===== src/sdt_pkg.sv =====
// Shared types and constants for the set deduplication table.
// No dependencies; used by sdt_builder, sdt_cell and set_dedup_table.
package sdt_pkg;

  // Member count width and its saturation value.
  localparam int unsigned COUNT_W = 7;
  localparam logic [COUNT_W-1:0] COUNT_MAX = 7'd127;

  // Width of the set number carried on the result channel.
  localparam int unsigned NUM_W = 5;

  // Entry numbers along the cell chain; wide enough for the deepest table.
  localparam int unsigned ENTRY_W = 8;

  // Controller states.
  typedef enum logic [1:0] {
    ST_COLLECT,
    ST_LOOKUP,
    ST_RESOLVE
  } state_t;

  // Priority token handed from cell to cell: lowest matching entry wins.
  typedef struct packed {
    logic               found;
    logic [ENTRY_W-1:0] number;
  } chain_t;

endpackage


===== src/sdt_builder.sv =====
// Accumulates the membership bitmap and saturating member count of a group.
// Depends on sdt_pkg.
module sdt_builder #(
  parameter int unsigned MEMBER_LIMIT = 64
) (
  input  logic                          clk,
  input  logic                          rst,
  input  logic                          beat,
  input  logic [5:0]                    member_index,
  input  logic                          clear,
  output logic [MEMBER_LIMIT-1:0]       bitmap,
  output logic [sdt_pkg::COUNT_W-1:0]   count
);

  logic [MEMBER_LIMIT-1:0]     bitmap_next;
  logic [sdt_pkg::COUNT_W-1:0] count_next;

  // Indices at or above the limit match no bit but still count.
  always_comb begin
    for (int j = 0; j < MEMBER_LIMIT; j++) begin
      bitmap_next[j] = bitmap[j] | (member_index == 6'(j));
    end
    count_next = (count == sdt_pkg::COUNT_MAX) ? count : count + 1'b1;
  end

  always_ff @(posedge clk) begin
    if (rst || clear) begin
      bitmap <= '0;
      count  <= '0;
    end else if (beat) begin
      bitmap <= bitmap_next;
      count  <= count_next;
    end
  end

endmodule


===== src/sdt_cell.sv =====
// One table entry: stored bitmap and count, a registered compare against the
// search key, and one link of the lowest-match priority chain. Depends on sdt_pkg.
module sdt_cell #(
  parameter int unsigned MEMBER_LIMIT = 64,
  parameter int unsigned CELL_INDEX   = 0
) (
  input  logic                          clk,
  input  logic                          rst,
  input  logic [MEMBER_LIMIT-1:0]       key_bitmap,
  input  logic [sdt_pkg::COUNT_W-1:0]   key_count,
  input  logic                          write_en,
  input  sdt_pkg::chain_t               chain_in,
  output sdt_pkg::chain_t               chain_out
);

  logic                        valid;
  logic                        hit;
  logic [MEMBER_LIMIT-1:0]     bitmap;
  logic [sdt_pkg::COUNT_W-1:0] count;

  always_ff @(posedge clk) begin
    if (rst) begin
      valid <= 1'b0;
      hit   <= 1'b0;
    end else begin
      if (write_en) begin
        valid <= 1'b1;
      end
      hit <= valid && (bitmap == key_bitmap) && (count == key_count);
    end
  end

  always_ff @(posedge clk) begin
    if (write_en) begin
      bitmap <= key_bitmap;
      count  <= key_count;
    end
  end

  // An earlier cell that matched keeps its number; otherwise this one claims it.
  always_comb begin
    chain_out.found  = chain_in.found | hit;
    chain_out.number = chain_in.found ? chain_in.number :
                       (hit ? sdt_pkg::ENTRY_W'(CELL_INDEX) : '0);
  end

endmodule


===== src/set_dedup_table.sv =====
// Top level of the set deduplication table: group builder, a row of entry
// cells with a priority chain, controller and result register. Depends on sdt_pkg.
//
//   Channel   Direction  Handshake                    Payload
//   member    in         member_valid / member_ready  member_index, last_member, empty_group
//   result    out        result_valid / result_ready  set_number, newly_stored,
//                                                     no_members, table_full
//
// Timing: member beats that are not the last of a group are taken one per
// cycle while the controller collects. After the last beat of a non-empty
// group the cells register their compare in the lookup state; in the resolve
// state the priority chain resolves and the result register loads, waiting
// while it is full. An empty-group beat is loaded into the result register at
// the edge that accepts it, so its result is offered from the next cycle.
// Reset clears the controller, the builder, the fill count and every cell's
// valid flag at once; there is no clearing pass. A full result register stalls
// empty-group beats and the resolve step; member beats are taken only while collecting.
module set_dedup_table #(
  parameter int unsigned MEMBER_LIMIT = 64,
  parameter int unsigned TABLE_DEPTH  = 32
) (
  input  logic                        clk,
  input  logic                        rst,
  input  logic                        member_valid,
  output logic                        member_ready,
  input  logic [5:0]                  member_index,
  input  logic                        last_member,
  input  logic                        empty_group,
  output logic                        result_valid,
  input  logic                        result_ready,
  output logic [sdt_pkg::NUM_W-1:0]   set_number,
  output logic                        newly_stored,
  output logic                        no_members,
  output logic                        table_full
);

  localparam int unsigned USED_W = $clog2(TABLE_DEPTH + 1);

  sdt_pkg::state_t state, state_next;

  logic                        in_beat;
  logic                        slot_free;
  logic                        resolve_go;
  logic                        load;
  logic                        store;
  logic                        full;
  logic                        builder_clear;
  logic                        member_beat;
  logic [USED_W-1:0]           entries_used;
  logic [MEMBER_LIMIT-1:0]     key_bitmap;
  logic [sdt_pkg::COUNT_W-1:0] key_count;
  logic [TABLE_DEPTH-1:0]      write_sel;
  logic [sdt_pkg::ENTRY_W-1:0] used_num;

  logic [sdt_pkg::NUM_W-1:0]   number_next;
  logic                        stored_next;
  logic                        none_next;
  logic                        full_next;

  sdt_pkg::chain_t chain [TABLE_DEPTH+1];

  // The result register is free when empty or being drained this cycle.
  assign slot_free    = !result_valid || result_ready;
  // An empty-group beat needs the result register at once; member beats do not.
  assign member_ready = (state == sdt_pkg::ST_COLLECT) && (!empty_group || slot_free);
  assign in_beat      = member_valid && member_ready;
  assign member_beat  = in_beat && !empty_group;

  assign full       = (entries_used == USED_W'(TABLE_DEPTH));
  assign resolve_go = (state == sdt_pkg::ST_RESOLVE) && slot_free;
  assign store      = resolve_go && !chain[TABLE_DEPTH].found && !full;
  assign load       = (in_beat && empty_group) || resolve_go;

  // Any partly built group is dropped by an empty-group beat.
  assign builder_clear = (in_beat && empty_group) || resolve_go;

  assign used_num = sdt_pkg::ENTRY_W'(entries_used);

  sdt_builder #(
    .MEMBER_LIMIT(MEMBER_LIMIT)
  ) u_builder (
    .clk         (clk),
    .rst         (rst),
    .beat        (member_beat),
    .member_index(member_index),
    .clear       (builder_clear),
    .bitmap      (key_bitmap),
    .count       (key_count)
  );

  // The chain starts with no match; each cell passes on the lowest hit so far.
  assign chain[0] = '0;

  for (genvar i = 0; i < TABLE_DEPTH; i++) begin : g_cell
    assign write_sel[i] = store && (entries_used == USED_W'(i));

    sdt_cell #(
      .MEMBER_LIMIT(MEMBER_LIMIT),
      .CELL_INDEX  (i)
    ) u_cell (
      .clk       (clk),
      .rst       (rst),
      .key_bitmap(key_bitmap),
      .key_count (key_count),
      .write_en  (write_sel[i]),
      .chain_in  (chain[i]),
      .chain_out (chain[i+1])
    );
  end

  // Controller: collect beats, let the cells register their compare, resolve.
  always_ff @(posedge clk) begin
    if (rst) begin
      state <= sdt_pkg::ST_COLLECT;
    end else begin
      state <= state_next;
    end
  end

  always_comb begin
    state_next = state;
    case (state)
      sdt_pkg::ST_COLLECT: begin
        if (member_beat && last_member) begin
          state_next = sdt_pkg::ST_LOOKUP;
        end
      end
      sdt_pkg::ST_LOOKUP: begin
        state_next = sdt_pkg::ST_RESOLVE;
      end
      sdt_pkg::ST_RESOLVE: begin
        if (slot_free) begin
          state_next = sdt_pkg::ST_COLLECT;
        end
      end
      default: begin
        state_next = sdt_pkg::ST_COLLECT;
      end
    endcase
  end

  // Fill count: entries below it hold stored sets.
  always_ff @(posedge clk) begin
    if (rst) begin
      entries_used <= '0;
    end else if (store) begin
      entries_used <= entries_used + 1'b1;
    end
  end

  // Result payload: a match, a new entry, a full table, or an empty group.
  always_comb begin
    number_next = '0;
    stored_next = 1'b0;
    none_next   = 1'b0;
    full_next   = 1'b0;
    if (state != sdt_pkg::ST_RESOLVE) begin
      none_next = 1'b1;
    end else if (chain[TABLE_DEPTH].found) begin
      number_next = chain[TABLE_DEPTH].number[sdt_pkg::NUM_W-1:0];
    end else if (!full) begin
      number_next = used_num[sdt_pkg::NUM_W-1:0];
      stored_next = 1'b1;
    end else begin
      full_next = 1'b1;
    end
  end

  always_ff @(posedge clk) begin
    if (rst) begin
      result_valid <= 1'b0;
    end else if (load) begin
      result_valid <= 1'b1;
    end else if (result_ready) begin
      result_valid <= 1'b0;
    end
  end

  always_ff @(posedge clk) begin
    if (load) begin
      set_number   <= number_next;
      newly_stored <= stored_next;
      no_members   <= none_next;
      table_full   <= full_next;
    end
  end

endmodule


===== config.mk =====
export PLATFORM = sky130hd
export DESIGN_NAME = set_dedup_table
export DESIGN_NICKNAME = d
export VERILOG_FILES = /design/src/sdt_pkg.sv /design/src/sdt_builder.sv /design/src/sdt_cell.sv /design/src/set_dedup_table.sv
export SDC_FILE = /design/constraint.sdc
export NUM_CORES = 2
export LEC_CHECK = 0
export ABC_CLOCK_PERIOD_IN_PS = 55700
export CORE_ASPECT_RATIO = 0.6
export CORE_MARGIN = 5
export CORE_UTILIZATION = 40
export DETAILED_ROUTE_END_ITERATION = 8
export DONT_BUFFER_PORTS = 1
export GPL_ROUTABILITY_DRIVEN = 0
export SETUP_SLACK_MARGIN = 0.4
export SYNTH_ARGS = -nofsm -noshare
export SYNTH_HDL_FRONTEND = slang
export SYNTH_HIERARCHICAL = 1
export SYNTH_SLANG_ARGS = --single-unit

===== constraint.sdc =====
create_clock -name clk -period 55.7 [get_ports clk]
set_input_delay 2.785 -clock clk [delete_from_list [all_inputs] [get_ports clk]]
set_output_delay 2.785 -clock clk [all_outputs]
set_load 0.01 [all_outputs]

==> flow_results.xml <==
<?xml version="1.0" encoding="UTF-8"?>
<metrics>
  <group name="yosys">
    <metric name="post_synth.cell_area_avg" unit="um2">15.1</metric>
    <metric name="netlist_area_pre_place" unit="um2">102000</metric>
    <metric name="synthCells" unit="">6755</metric>
    <metric name="ys.warnings.count" unit="">6</metric>
  </group>
  <group name="setup_path">
    <metric name="critPathLaunchType" unit="">flop</metric>
    <metric name="critPathCapture" unit="">g_cell[10].u_cell/bitmap[17]</metric>
    <metric name="timing.critical_path.slowest_cell_delay" unit="ns">0.71</metric>
    <metric name="reg2reg_from" unit="">g_cell[0].u_cell/hit</metric>
    <metric name="cp_top_family" unit="">simple AND/OR/NAND/NOR gates</metric>
    <metric name="worstSetupPathDepth" unit="">37</metric>
    <metric name="critical_path_peak_fanout" unit="">64</metric>
    <metric name="timing.rr.end" unit="">g_cell[10].u_cell/bitmap[17]</metric>
    <metric name="worst_ep_arrival_time" unit="ns">15.29</metric>
    <metric name="startpoint" unit="">g_cell[0].u_cell/hit</metric>
    <metric name="reg2regPathDepth" unit="">37</metric>
    <metric name="cp_num_buf_inv" unit="">1</metric>
    <metric name="critical_path_required" unit="ns">56.19</metric>
    <metric name="critPathMostFrequentCell" unit="">sky130_fd_sc_hd__or2_2</metric>
    <metric name="path_class" unit="">flop to flop</metric>
    <metric name="setup.reg_to_reg.worst_slack" unit="ns">40.90</metric>
    <metric name="end_kind" unit="">flop</metric>
    <metric name="critical-path-slowest-cell" unit="">sky130_fd_sc_hd__nand2_1</metric>
  </group>
  <group name="die">
    <metric name="die_span_in_x" unit="um">661</metric>
    <metric name="coreArea" unit="um2">253000</metric>
    <metric name="die_height" unit="um">401</metric>
    <metric name="die_area" unit="um2">265000</metric>
    <metric name="floorplan.initialDensity" unit="%">40.2</metric>
    <metric name="boundaryPins" unit="">22</metric>
    <metric name="num_rows" unit="">143</metric>
  </group>
  <group name="placement">
    <metric name="post-place-cells" unit="">10333</metric>
    <metric name="io_buffers" unit="">0</metric>
    <metric name="place.detailed.hpwl" unit="um">180000</metric>
    <metric name="place_area" unit="um2">108000</metric>
  </group>
  <group name="cts">
    <metric name="cts_setup_buffers" unit="">0</metric>
    <metric name="cts_htree_levels" unit="">4</metric>
    <metric name="tritoncts.num_buffers" unit="">224</metric>
    <metric name="skew_pair_late_insertion_delay" unit="ns">0.89</metric>
    <metric name="cts_max_path_buffers" unit="">4</metric>
    <metric name="cts_resized" unit="">0</metric>
    <metric name="cts_hold_repair.buffers" unit="">0</metric>
    <metric name="cts-root-buf" unit="">sky130_fd_sc_hd__clkbuf_16</metric>
    <metric name="clock_sinks" unit="">2424</metric>
    <metric name="tritoncts_clock_tree" unit="">built</metric>
    <metric name="clock_transition_at_the_registers_of_the_reported_paths" unit="ns">0.07</metric>
  </group>
  <group name="detailed_routing">
    <metric name="routed_via_density" unit="">5.65</metric>
    <metric name="dr.pass1.iters" unit="">6</metric>
    <metric name="antenna_violating_nets_post_route" unit="">0</metric>
    <metric name="detailroute.via_count" unit="">60690</metric>
    <metric name="routed_wirelength" unit="um">311000</metric>
    <metric name="routedWlPerCell" unit="um">28.9</metric>
    <metric name="drt_first_iter_violations" unit="">8581</metric>
    <metric name="detail_route.drc_violations" unit="">0</metric>
  </group>
  <group name="timing">
    <metric name="worst_slew_pin_slew" unit="ns">1.10</metric>
    <metric name="final-max-slew-violation-count" unit="">0</metric>
    <metric name="timing.final.hold_violations" unit="">0</metric>
    <metric name="final.min_clock_period" unit="ns">14.80</metric>
    <metric name="clock-skew-final" unit="ns">0.0572</metric>
    <metric name="rsz_0062_raised_after_global_routing" unit="">no</metric>
    <metric name="slew_headroom" unit="%">26.2</metric>
    <metric name="setup_viol_count_final" unit="">0</metric>
    <metric name="timing.final.crit_share" unit="%">26.6</metric>
    <metric name="setup-tns-final" unit="ns">0</metric>
    <metric name="fmax" unit="MHz">67.6</metric>
  </group>
  <group name="power">
    <metric name="power_per_cell_area" unit="nW/um2">30.4</metric>
    <metric name="report.power.total" unit="mW">3.51</metric>
    <metric name="p_leak" unit="nW">41.6</metric>
    <metric name="vdd_drop_max" unit="mV">0.0272</metric>
  </group>
  <group name="global_route">
    <metric name="grt_start_max_net_pins" unit="">81</metric>
    <metric name="grt_use_met2" unit="%">32.9</metric>
    <metric name="first_pass_grt_wire_length" unit="um">433000</metric>
    <metric name="antenna_found_initial" unit="">32</metric>
    <metric name="grt_pass1_vias" unit="">56088</metric>
    <metric name="grt_use_total" unit="%">22.8</metric>
    <metric name="grtUsageMet3" unit="%">4.44</metric>
    <metric name="groute.layer.met1.usage" unit="%">34.6</metric>
    <metric name="global_route_layer_with_the_greatest_usage" unit="">met1</metric>
    <metric name="global_route.overflow_total" unit="">0</metric>
  </group>
  <group name="finish">
    <metric name="numnets_final" unit="">7169</metric>
    <metric name="layout.cells.non_filler" unit="">10746</metric>
    <metric name="layout_overhead_on_the_synthesized_area" unit="%">13.1</metric>
    <metric name="final_design_area_no_fill" unit="um2">115000</metric>
    <metric name="final_core_util" unit="%">45.5</metric>
    <metric name="drive_above_1_share" unit="%">10.3</metric>
  </group>
  <group name="min_path">
    <metric name="hold_path.class" unit="">flop to flop</metric>
  </group>
  <group name="status">
    <metric name="outcome" unit="">complete, no violations</metric>
  </group>
  <group name="flow_run">
    <metric name="reported_max_cap_violation_count" unit="">0</metric>
  </group>
</metrics>
-- cells in the final DEF (no fill, tap or decap), types with 8 or more instances in the layout --
master                      instances
sky130_fd_sc_hd__edfxtp_1        2280
sky130_fd_sc_hd__xnor2_1         1294
sky130_fd_sc_hd__inv_1            597
sky130_fd_sc_hd__xor2_1           425
sky130_fd_sc_hd__nand4_1          400
sky130_fd_sc_hd__clkbuf_16        228
sky130_fd_sc_hd__nor4_1           204
sky130_fd_sc_hd__nand2_1          190
sky130_fd_sc_hd__nor2_1           186
sky130_fd_sc_hd__buf_4            182
sky130_fd_sc_hd__o22ai_1          158
sky130_fd_sc_hd__o2bb2ai_1        143
sky130_fd_sc_hd__a221oi_1         122
sky130_fd_sc_hd__and2_1            80
sky130_fd_sc_hd__dfxtp_1           73
sky130_fd_sc_hd__dfxtp_4           71
sky130_fd_sc_hd__clkbuf_1          66
sky130_fd_sc_hd__a21oi_1           61
sky130_fd_sc_hd__a22oi_1           50
sky130_fd_sc_hd__nor4_2            47
sky130_fd_sc_hd__clkinv_1          42
sky130_fd_sc_hd__nand2b_1          39
sky130_fd_sc_hd__clkinv_2          35
sky130_fd_sc_hd__or2_2             33
sky130_fd_sc_hd__nor2_4            31
sky130_fd_sc_hd__clkbuf_8          27
sky130_fd_sc_hd__nand3_1           23
sky130_fd_sc_hd__o221ai_1          21
sky130_fd_sc_hd__a2111o_1          15
sky130_fd_sc_hd__a22o_1            15
sky130_fd_sc_hd__nand3b_1          13
sky130_fd_sc_hd__buf_12            13
sky130_fd_sc_hd__a211oi_1          11
sky130_fd_sc_hd__bufinv_16         11
sky130_fd_sc_hd__conb_1            11
sky130_fd_sc_hd__o22ai_2           10
sky130_fd_sc_hd__mux2i_1            9
sky130_fd_sc_hd__nor4b_1            8
sky130_fd_sc_hd__a21oi_2            8
-- final cells by class --
cell class / instances / area [um2]
fill: 21884 / 138000
sequential: 2424 / 71600
multi-input combinational: 3700 / 28300
clock buffer: 321 / 6320
tap: 3407 / 4260
inverter: 607 / 2280
timing repair buffer: 195 / 1630
clock inverter: 88 / 729
antenna: 4 / 10.0
-- how the worst min path moves through the flow --
| stage | start | end | slack (ns) | cells past startpoint |
|---|---|---|---|---|
| final | g_cell[1].u_cell/valid | g_cell[1].u_cell/valid | 0.47 | 2 |
| after global routing | g_cell[1].u_cell/valid | g_cell[1].u_cell/valid | 0.49 | 2 |
| after CTS | g_cell[2].u_cell/valid | g_cell[2].u_cell/valid | 0.46 | 2 |
| after detailed placement | g_cell[1].u_cell/valid | g_cell[1].u_cell/valid | 0.45 | 2 |
| after global placement | g_cell[31].u_cell/valid | g_cell[31].u_cell/valid | 0.46 | 2 |
| after floorplan | g_cell[16].u_cell/valid | g_cell[16].u_cell/valid | 0.43 | 2 |
-- power by group --
part / total, mW / internal [mW] / switching, mW
Clock: 1.52 / 0.838 / 0.679
Sequential: 1.96 / 1.96 / 0.00335
Combinational: 0.0269 / 0.00908 / 0.0178
Total: 3.51 / 2.81 / 0.700
-- per-layer routing --
metal,vias up,share of wire [%]
li1,25880,-
met1,31024,44
met2,3282,42
met3,502,11
met4,2,3.3
met5,-,0.0042
-- state kept, by name (all words and copies together), names as in the netlist --
name                  flops
result_valid              1
g_cell.u_cell/hit        32
g_cell.u_cell/bitmap   2048
state                     2
entries_used              6
set_number                5
u_builder/count           7
u_builder/bitmap         64
g_cell.u_cell/valid      32
no_members                1
table_full                1
newly_stored              1
g_cell.u_cell/count     224
-- metrics by stage --
step / hold slack (ns) / setup WS (ns)
finish: 0.467 / 40.90
global route: 0.489 / 40.47
CTS: 0.465 / 41.05
detailed placement: 0.450 / 41.04
global placement: 0.457 / 41.39
floorplan: 0.432 / 37.76
-- tightest hold or removal path: cells and delay by family, from the launching register on --
kind | cells | cell delay (ns)
simple gates | 2 | 0.11
flops | 1 | 0.32
(Power assumes the default switching activity.)
